==> config.mk <==
export PLATFORM = sky130hd
export DESIGN_NAME = tripwire_alarm_controller_unit
export DESIGN_NICKNAME = d
export VERILOG_FILES = /design/src/rtl/tac_pkg.sv /design/src/rtl/tac_step.sv /design/src/rtl/tripwire_alarm_controller_unit.sv
export SDC_FILE = /design/constraint.sdc
export NUM_CORES = 1
export LEC_CHECK = 0
export BUFFER_PORTS_ARGS = -buffer_cell sky130_fd_sc_hd__buf_2
export CAP_MARGIN = 20
export CORE_UTILIZATION = 52
export CTS_CLUSTER_DIAMETER = 150
export DETAILED_ROUTE_END_ITERATION = 7
export PLACE_DENSITY = 0.8
export RECOVER_POWER = 25
export SYNTH_ARGS = -nofsm -noshare
export SYNTH_HDL_FRONTEND = slang
export SYNTH_SLANG_ARGS = --single-unit
==> constraint.sdc <==
create_clock -name clk -period 4.5 [get_ports clk]
set_input_delay 0.675 -clock clk [delete_from_list [all_inputs] [get_ports clk]]
set_output_delay 0.675 -clock clk [all_outputs]
set_load 0.03 [all_outputs]
==> src/rtl/tac_pkg.sv <==
// Shared types, character codes and register indexes for the tripwire alarm controller.
// Used by tac_step and tripwire_alarm_controller_unit; no dependencies.
`timescale 1ns / 1ps
package tac_pkg;

    localparam logic [7:0] CH_SET   = 8'h21;
    localparam logic [7:0] CH_QUERY = 8'h23;
    localparam logic [7:0] CH_ZERO  = 8'h30;
    localparam logic [7:0] CH_ONE   = 8'h31;
    localparam logic [7:0] CH_NINE  = 8'h39;
    localparam logic [7:0] CH_A     = 8'h41;
    localparam logic [7:0] CH_B     = 8'h42;
    localparam logic [7:0] CH_D     = 8'h44;
    localparam logic [7:0] CH_M     = 8'h4D;
    localparam logic [7:0] CH_T     = 8'h54;

    localparam logic [3:0] HITS_MAX = 4'd15;

    localparam logic [1:0] REG_RANGE_LOW  = 2'd0;
    localparam logic [1:0] REG_RANGE_HIGH = 2'd1;
    localparam logic [1:0] REG_TRIP_COUNT = 2'd2;

    localparam logic [15:0] RANGE_LOW_RST  = 16'd120;
    localparam logic [15:0] RANGE_HIGH_RST = 16'd600;
    localparam logic [3:0]  TRIP_COUNT_RST = 4'd3;
    localparam logic [3:0]  LEVEL_RST      = 4'd9;

    localparam logic [1:0] LED_GREEN = 2'd0;
    localparam logic [1:0] LED_BLUE  = 2'd1;
    localparam logic [1:0] LED_RED   = 2'd2;

    typedef enum logic [1:0] {
        FK_NONE  = 2'd0,
        FK_REPLY = 2'd1,
        FK_ALERT = 2'd2
    } frame_kind_t;

    typedef struct packed {
        logic [15:0] range_low;
        logic [15:0] range_high;
        logic [3:0]  trip_count;
    } cfg_t;

    typedef struct packed {
        logic       armed;
        logic       latched;
        logic       muted;
        logic [3:0] level;
        logic [3:0] hits;
        logic       alert_done;
    } state_t;

    typedef struct packed {
        logic        func;
        logic [15:0] distance;
        logic        sample_ok;
        logic [7:0]  cmd_byte0;
        logic [7:0]  cmd_byte1;
        logic [7:0]  cmd_byte2;
        logic [7:0]  cmd_byte3;
    } in_item_t;

    typedef struct packed {
        frame_kind_t frame_kind;
        logic [7:0]  frame_byte0;
        logic [7:0]  frame_byte1;
        logic [7:0]  frame_byte2;
        logic [7:0]  frame_byte3;
        logic        alarm_pulse;
        logic        is_armed;
        logic        is_triggered;
        logic        is_muted;
        logic [3:0]  light_level;
        logic [1:0]  led_colour;
        logic        sound_on;
    } out_item_t;

endpackage

==> src/rtl/tac_step.sv <==
// Combinational update for one request: next controller state and the result item.
// Depends on tac_pkg for the state, item and configuration types.
`timescale 1ns / 1ps
module tac_step
(
    input  tac_pkg::cfg_t      cfg,
    input  tac_pkg::state_t    state,
    input  tac_pkg::in_item_t  item,
    output tac_pkg::state_t    state_next,
    output tac_pkg::out_item_t result
);

    logic       in_window;
    logic [3:0] hits_new;
    logic       pulse;
    logic       replied;
    logic [7:0] reply_char;

    always_comb
    begin
        state_next = state;
        result     = '0;
        result.frame_kind = tac_pkg::FK_NONE;
        pulse      = 1'b0;
        replied    = 1'b0;
        reply_char = tac_pkg::CH_ZERO;
        in_window  = state.armed && (item.distance > cfg.range_low)
                     && (item.distance < cfg.range_high);
        hits_new   = '0;
        if (in_window)
        begin
            hits_new = (state.hits == tac_pkg::HITS_MAX) ? state.hits : state.hits + 4'd1;
        end

        if (!item.func)
        begin
            if (item.sample_ok)
            begin
                state_next.hits = hits_new;
                if ((hits_new > cfg.trip_count) && !state.latched)
                begin
                    state_next.latched    = 1'b1;
                    state_next.alert_done = 1'b0;
                    pulse                 = 1'b1;
                end
            end
        end
        else
        begin
            case (item.cmd_byte0)
                tac_pkg::CH_SET:
                begin
                    case (item.cmd_byte1)
                        tac_pkg::CH_A:
                        begin
                            if (item.cmd_byte2 == tac_pkg::CH_ZERO)
                            begin
                                state_next.armed   = 1'b0;
                                state_next.latched = 1'b0;
                            end
                            else if (item.cmd_byte2 == tac_pkg::CH_ONE)
                            begin
                                state_next.armed   = 1'b1;
                                state_next.latched = 1'b0;
                            end
                        end
                        tac_pkg::CH_D:
                        begin
                            state_next.latched = 1'b0;
                        end
                        tac_pkg::CH_M:
                        begin
                            state_next.muted = ~state.muted;
                        end
                        tac_pkg::CH_B:
                        begin
                            if (item.cmd_byte2 inside {[tac_pkg::CH_ZERO:tac_pkg::CH_NINE]})
                            begin
                                state_next.level = 4'(item.cmd_byte2 - tac_pkg::CH_ZERO);
                            end
                        end
                        default:
                        begin
                        end
                    endcase
                end
                tac_pkg::CH_QUERY:
                begin
                    replied = 1'b1;
                    case (item.cmd_byte1)
                        tac_pkg::CH_T: reply_char = state.latched ? tac_pkg::CH_ONE
                                                                  : tac_pkg::CH_ZERO;
                        tac_pkg::CH_A: reply_char = state.armed ? tac_pkg::CH_ONE
                                                                : tac_pkg::CH_ZERO;
                        tac_pkg::CH_M: reply_char = state.muted ? tac_pkg::CH_ONE
                                                                : tac_pkg::CH_ZERO;
                        tac_pkg::CH_B: reply_char = tac_pkg::CH_ZERO + {4'd0, state.level};
                        default:       replied = 1'b0;
                    endcase
                    if (replied)
                    begin
                        result.frame_kind  = tac_pkg::FK_REPLY;
                        result.frame_byte0 = tac_pkg::CH_QUERY;
                        result.frame_byte1 = item.cmd_byte1;
                        result.frame_byte2 = reply_char;
                        result.frame_byte3 = reply_char;
                    end
                end
                default:
                begin
                end
            endcase
        end

        if (!replied && state_next.latched && !state_next.alert_done)
        begin
            result.frame_kind     = tac_pkg::FK_ALERT;
            result.frame_byte0    = tac_pkg::CH_SET;
            result.frame_byte1    = tac_pkg::CH_SET;
            result.frame_byte2    = tac_pkg::CH_SET;
            result.frame_byte3    = tac_pkg::CH_SET;
            state_next.alert_done = 1'b1;
        end

        result.alarm_pulse  = pulse;
        result.is_armed     = state_next.armed;
        result.is_triggered = state_next.latched;
        result.is_muted     = state_next.muted;
        result.light_level  = state_next.level;
        result.led_colour   = state_next.latched ? tac_pkg::LED_RED
                            : (state_next.armed ? tac_pkg::LED_BLUE : tac_pkg::LED_GREEN);
        result.sound_on     = state_next.latched && !state_next.muted;
    end

    logic unused_byte3;
    assign unused_byte3 = ^item.cmd_byte3;

endmodule

==> src/rtl/tripwire_alarm_controller_unit.sv <==
// Tripwire alarm controller top level: stream ports, APB registers, input and result registers.
// Depends on tac_pkg and tac_step.
// A request passes through the input register and then the result register to the master side.
// One request per cycle unless m_tready stalls; the state update in tac_step is combinational.
// Reset (rst_n low, asynchronous): disarmed, alarm clear, muted, level 9, counters clear,
// window 120..600, trip count 3, both pipeline registers empty.
`timescale 1ns / 1ps
module tripwire_alarm_controller_unit
(
    input  logic        clk,
    input  logic        rst_n,
    input  logic        s_tvalid,
    output logic        s_tready,
    input  logic [55:0] s_tdata,   // distance[15:0], sample_ok[16], cmd_byte0..3[48:17], zeros
    input  logic        s_tuser,   // func
    output logic        m_tvalid,
    input  logic        m_tready,
    output logic [47:0] m_tdata,   // frame_byte0..3[31:0], alarm_pulse, is_armed,
                                   // is_triggered, is_muted, light_level[39:36],
                                   // led_colour[41:40], sound_on[42], zeros
    output logic [1:0]  m_tuser,   // frame_kind
    input  logic        psel,
    input  logic        penable,
    input  logic        pwrite,
    input  logic [3:0]  paddr,
    input  logic [31:0] pwdata,
    output logic [31:0] prdata,
    output logic        pready
);

    tac_pkg::cfg_t      cfg_reg;
    tac_pkg::state_t    state_reg;
    tac_pkg::state_t    state_next;
    tac_pkg::in_item_t  in_item_reg;
    logic               in_valid_reg;
    tac_pkg::out_item_t out_item_reg;
    tac_pkg::out_item_t out_item_next;
    logic               out_valid_reg;
    logic               out_load;
    logic               advance;
    logic               cfg_write;
    logic [1:0]         reg_index;

    assign pready    = 1'b1;
    assign reg_index = paddr[3:2];
    assign cfg_write = psel && penable && pwrite && pready;

    always_ff @(posedge clk or negedge rst_n)
    begin
        if (!rst_n)
        begin
            cfg_reg.range_low  <= tac_pkg::RANGE_LOW_RST;
            cfg_reg.range_high <= tac_pkg::RANGE_HIGH_RST;
            cfg_reg.trip_count <= tac_pkg::TRIP_COUNT_RST;
        end
        else if (cfg_write)
        begin
            case (reg_index)
                tac_pkg::REG_RANGE_LOW:  cfg_reg.range_low  <= pwdata[15:0];
                tac_pkg::REG_RANGE_HIGH: cfg_reg.range_high <= pwdata[15:0];
                tac_pkg::REG_TRIP_COUNT: cfg_reg.trip_count <= pwdata[3:0];
                default:
                begin
                end
            endcase
        end
    end

    always_comb
    begin
        case (reg_index)
            tac_pkg::REG_RANGE_LOW:  prdata = {16'd0, cfg_reg.range_low};
            tac_pkg::REG_RANGE_HIGH: prdata = {16'd0, cfg_reg.range_high};
            tac_pkg::REG_TRIP_COUNT: prdata = {28'd0, cfg_reg.trip_count};
            default:                 prdata = '0;
        endcase
    end

    assign out_load = !out_valid_reg || m_tready;
    assign advance  = in_valid_reg && out_load;
    assign s_tready = !in_valid_reg || out_load;

    always_ff @(posedge clk or negedge rst_n)
    begin
        if (!rst_n)
        begin
            in_valid_reg <= 1'b0;
        end
        else if (s_tready)
        begin
            in_valid_reg <= s_tvalid;
        end
    end

    always_ff @(posedge clk)
    begin
        if (s_tready && s_tvalid)
        begin
            in_item_reg.func      <= s_tuser;
            in_item_reg.distance  <= s_tdata[15:0];
            in_item_reg.sample_ok <= s_tdata[16];
            in_item_reg.cmd_byte0 <= s_tdata[24:17];
            in_item_reg.cmd_byte1 <= s_tdata[32:25];
            in_item_reg.cmd_byte2 <= s_tdata[40:33];
            in_item_reg.cmd_byte3 <= s_tdata[48:41];
        end
    end

    tac_step u_step
    (
        .cfg        (cfg_reg),
        .state      (state_reg),
        .item       (in_item_reg),
        .state_next (state_next),
        .result     (out_item_next)
    );

    always_ff @(posedge clk or negedge rst_n)
    begin
        if (!rst_n)
        begin
            state_reg.armed      <= 1'b0;
            state_reg.latched    <= 1'b0;
            state_reg.muted      <= 1'b1;
            state_reg.level      <= tac_pkg::LEVEL_RST;
            state_reg.hits       <= '0;
            state_reg.alert_done <= 1'b0;
            out_valid_reg        <= 1'b0;
        end
        else
        begin
            if (advance)
            begin
                state_reg <= state_next;
            end
            if (out_load)
            begin
                out_valid_reg <= in_valid_reg;
            end
        end
    end

    always_ff @(posedge clk)
    begin
        if (advance)
        begin
            out_item_reg <= out_item_next;
        end
    end

    assign m_tvalid = out_valid_reg;
    assign m_tuser  = out_item_reg.frame_kind;
    assign m_tdata  = {5'd0,
                       out_item_reg.sound_on,
                       out_item_reg.led_colour,
                       out_item_reg.light_level,
                       out_item_reg.is_muted,
                       out_item_reg.is_triggered,
                       out_item_reg.is_armed,
                       out_item_reg.alarm_pulse,
                       out_item_reg.frame_byte3,
                       out_item_reg.frame_byte2,
                       out_item_reg.frame_byte1,
                       out_item_reg.frame_byte0};

    // A newly latched alarm always leaves with its pulse in the same result.
    assert property (@(posedge clk) disable iff (!rst_n)
        $rose(state_reg.latched) |-> (out_valid_reg && out_item_reg.alarm_pulse))
        else $error("alarm latched without a pulse in the result");

    // The state only moves when a request passes into the result register.
    assert property (@(posedge clk) disable iff (!rst_n)
        !advance |=> $stable(state_reg))
        else $error("state changed without a request advancing");

    // An alert frame goes out only while the alarm is latched.
    assert property (@(posedge clk) disable iff (!rst_n)
        (out_valid_reg && out_item_reg.frame_kind == tac_pkg::FK_ALERT)
        |-> out_item_reg.is_triggered)
        else $error("alert frame while the alarm is clear");

    // The brightness level never leaves the digit range.
    assert property (@(posedge clk) disable iff (!rst_n)
        state_reg.level <= tac_pkg::LEVEL_RST)
        else $error("brightness level out of range");

endmodule
==> metrics.md <==
| Metric | Value |
|---|---|
| Status | finished, violations left |
| Failing checks | max-capacitance violations, max-slew violations |
| Detail Route Antenna Nets | 0 |
| Routed via count | approximately 4200 |
| Asr flop ratio synth | between 40% and 50% |
| Bufs and invs on worst path | 1 |
| Row count | 38 |
| Register area share after synthesis | 55.8% |
| YS warnings | 0 |
| CP Capture Type | flop |
| CP max-delay cell | a2111oi_1 |
| Core ar. | about 0.011 mm² |
| Part of the power in registers | between 40% and 50% |
| Reg2Reg Launch Point | cfg_reg[13]$_DFFE_PN1P_ |
| Psw | ~0.96 mW |
| CP Cell Sequence | inv_1, ha_1, and4_1, nand2_1, a2111oi_1, a211oi_4, o211ai_1, nor2_1, ha_1, a21o_1, a211oi_1, nor2_1, o22a_4, and3b_4, a21o_1 |
| Vias in the first global route | ~4300 |
| Dpl cell area | between 0.006 and 0.007 mm² |
| First-pass GRT wire length | ~20 mm |
| CP Class | flop to flop |
| Routability cong. | a little over 0.8 |
| Post-CTS Setup Bufs | 0 |
| Final net count | between 700 and 800 |
| Max Fclk | 248 MHz |
| Min-delay src | s_tdata[11] |
| Number of synthesized flops with an enable pin | 69 |
| Clock buffer depth | 2 |
| Leak | 3.23 nW |
| Synth Flop Type | edfxtp_1 |
| Max-slew violation count | 51 |
| Final WL | ~13 mm |
| Final hold violation count | 0 |
| Yosys cell types | 54 |
| TritonCTS clock tree | built |
| Synthesized flop and latch total | about 120 |
| Slowest stage delay, CP | 650 ps |
| Die area | about 0.012 mm² |
| CTS buffer count | 17 |
| Worst setup SP type | flop |
| Ports | around 190 |
| Int Pwr | 2.42 mW |
| Slew HR | -80.4% |
| Sum Neg Setup Slack | 0 ps |
| Final setup vio count | 0 |
| Peak VDD IR | 268 µV |
| Detailed Routing Iterations Pass 1 | 5 |
| Cell Area, Synth | about 0.006 mm² |
| Diode count | 0 |
| Avg WL per Cell | 15.9 µm |
| Die height | 109 µm |
| Area growth from synthesis to layout | 19.0% |
| Layout cell share with drive strength beyond 1 | 29.0% |
| CP max FO | 9 |
| Iter 0 DRT Violations | 220 |
| Initial cell density of the core | 54.2% |
| Total global-route track usage | between 20% and 30% |
| Residual DRC | 0 |
| Clk_lat worst skew | approximately 410 ps |
| Pwr Density | 474 mW/mm² |
| Chip Width | approximately 110 µm |
| RSZ-0062 raised after global routing | no |
| Switching share of power | between 20% and 30% |
| Max cap viols | 1 |
| Buffers added on ports | 120 |
| WP data required | approximately 4700 ps |
| Post-route cell area | just over 0.007 mm² |
| Vias per cell | between 5 and 6 |
| Combinational power share | between 10% and 20% |
| Max FFs per register | 42 |
| H-tree depth | 4 |
| Dpl hpwl | ~9 mm |
| CP Data Arrival Time | about 4200 ps |
| Clock power frac | between 30% and 40% |
| Post-Syn Instances | 518 |
| Final period util | between 80% and 90% |
| Largest net degree at the start of global routing | roughly 50 |
| Final min period | a little over 4000 ps |
| Clock sinks | between 100 and 150 |
| Slew @ Worst Pin | 2710 ps |
| GR Overflow Total | 0 |
| Top delay family on crit path | compound AO/OA/AOI/OAI gates |
| Root Driver | clkbuf_16 |
| Clock skew | around 5.3 ps |
| Worst Hold Class | primary input to flop |
| Initial antenna violation count | 0 |
| Avg Inst Size Synth | 11.5 µm² |
| Hold buffer count at cts | 0 |
| Clock transition at path regs | 50 ps |
| Post-cts resize count | 0 |
| CP startpoint | cfg_reg[13]$_DFFE_PN1P_ |
-- cells in the mapped netlist (all sizes together), types with 2 or more instances --
cell | number | area share [%]
a41oi | 2 | 0.29
a2111oi | 3 | 0.46
nand4 | 8 | 0.84
and3b | 2 | 0.38
nand3b | 3 | 0.38
inv | 42 | 2.6
conb | 2 | 0.13
nand2 | 51 | 3.2
mux2 | 16 | 3.0
a21o | 4 | 0.50
dfstp | 13 | 5.7
nand3 | 9 | 0.75
and4b | 3 | 0.50
nor2b | 5 | 0.52
and4 | 2 | 0.29
o21ai | 44 | 3.7
a21oi | 17 | 1.4
a211oi | 4 | 0.71
or4b | 2 | 0.33
nand2b | 6 | 0.63
clkbuf | 11 | 0.69
ha | 37 | 7.7
dfrtp | 37 | 15
xnor2 | 2 | 0.29
and3 | 4 | 0.42
buf | 44 | 5.5
and2 | 10 | 1.1
mux2i | 17 | 2.8
a31oi | 2 | 0.21
nor3 | 7 | 0.67
nor4 | 2 | 0.46
o211ai | 3 | 0.38
edfxtp | 69 | 35
nor2 | 25 | 1.6
-- per-layer routing --
metal	part of all wire (%)	up-vias	global-route usage (%)
met5	0	-	0
met4	1.8	0	8.00
met3	6.0	21	7.29
met2	52	163	39.8
met1	40	2049	26.1
li1	-	2004	-
-- cell families (layout without fill, tap and decap cells) --
logic type	after synthesis	after routing	share of synthesized area (%)
and+or+nand+nor	145	145	13.0
xor gates and xnor gates	2	2	0.293
other	2	32	0.126
DFF	119	119	55.8
muxes	33	33	5.86
adders and majority gates	37	37	7.74
buffers and inverters	97	198	8.81
AOI/OAI and AO/OA	83	83	8.39
-- metrics by stage --
step           utilization (%)  setup slack [ps]  total power, mW  cells  hold slack (ps)
2_1_floorplan                -               940             1.88    548              379
3_3_place_gp              59.3               604             2.02    757              481
3_5_place_dp              59.3               518             2.06    757              494
4_1_cts                   64.6               479             3.40    789              395
5_1_grt                   64.5               202             3.54    789              415
6_report                  64.5               465             3.38    789              435
-- worst paths after layout --
path,end,slack [ps],cells after the start
max in group asynchronous,cfg_reg[9]$_DFFE_PN0P_,1740,2
min in group asynchronous,cfg_reg[28]$_DFFE_PN0P_,1210,2
max reg2reg,m_tdata[8]$_SDFFCE_PP1P_,460,15
min,in_item_reg[44]$_DFFE_PP_,440,1
max,m_tdata[8]$_SDFFCE_PP1P_,460,15
min reg2reg,m_tvalid$_DFFE_PN0P_,510,1
-- cells in the final DEF (no fill, tap or decap), drive strengths merged, types with 2 or more instances in the layout --
cell / instances
inv: 42
and3: 4
nand2b: 6
a2111oi: 3
a31oi: 2
nor3: 7
nand2: 51
nand3b: 3
or4b: 2
clkinv: 6
a211oi: 4
dfstp: 13
a41oi: 2
clkinvlp: 2
buf: 121
and2: 10
ha: 37
and4b: 3
conb: 32
and3b: 2
mux2: 16
a21o: 4
o211ai: 3
xnor2: 2
nand3: 9
and4: 2
dfrtp: 37
mux2i: 17
nor2: 25
clkbuf: 24
nor4: 2
o21ai: 44
a21oi: 17
edfxtp: 69
bufinv: 3
nand4: 8
nor2b: 5
-- power by group through the flow --
| stage | logic, mW | clock network, mW | registers (mW) |
|---|---|---|---|
| 6_report | 0.654 | 1.32 | 1.40 |
| 3_3_place_gp | 0.615 | 0 | 1.40 |
| 2_1_floorplan | 0.438 | 0 | 1.44 |
| 3_5_place_dp | 0.644 | 0 | 1.41 |
| 4_1_cts | 0.656 | 1.34 | 1.40 |
| 5_1_grt | 0.724 | 1.40 | 1.41 |
-- cell type report --
| cell class | instances | area (µm²) |
|---|---|---|
| Inverter | 42 | 158 |
| Sequential cell | 119 | 3340 |
| Clock inverter | 11 | 131 |
| Multi-Input combinational cell | 332 | 2240 |
| Timing Repair Buffer | 124 | 624 |
| Clock buffer | 21 | 450 |
| Tap cell | 140 | 175 |
| Fill cell | 846 | 3910 |
(Power assumes the default switching activity.)
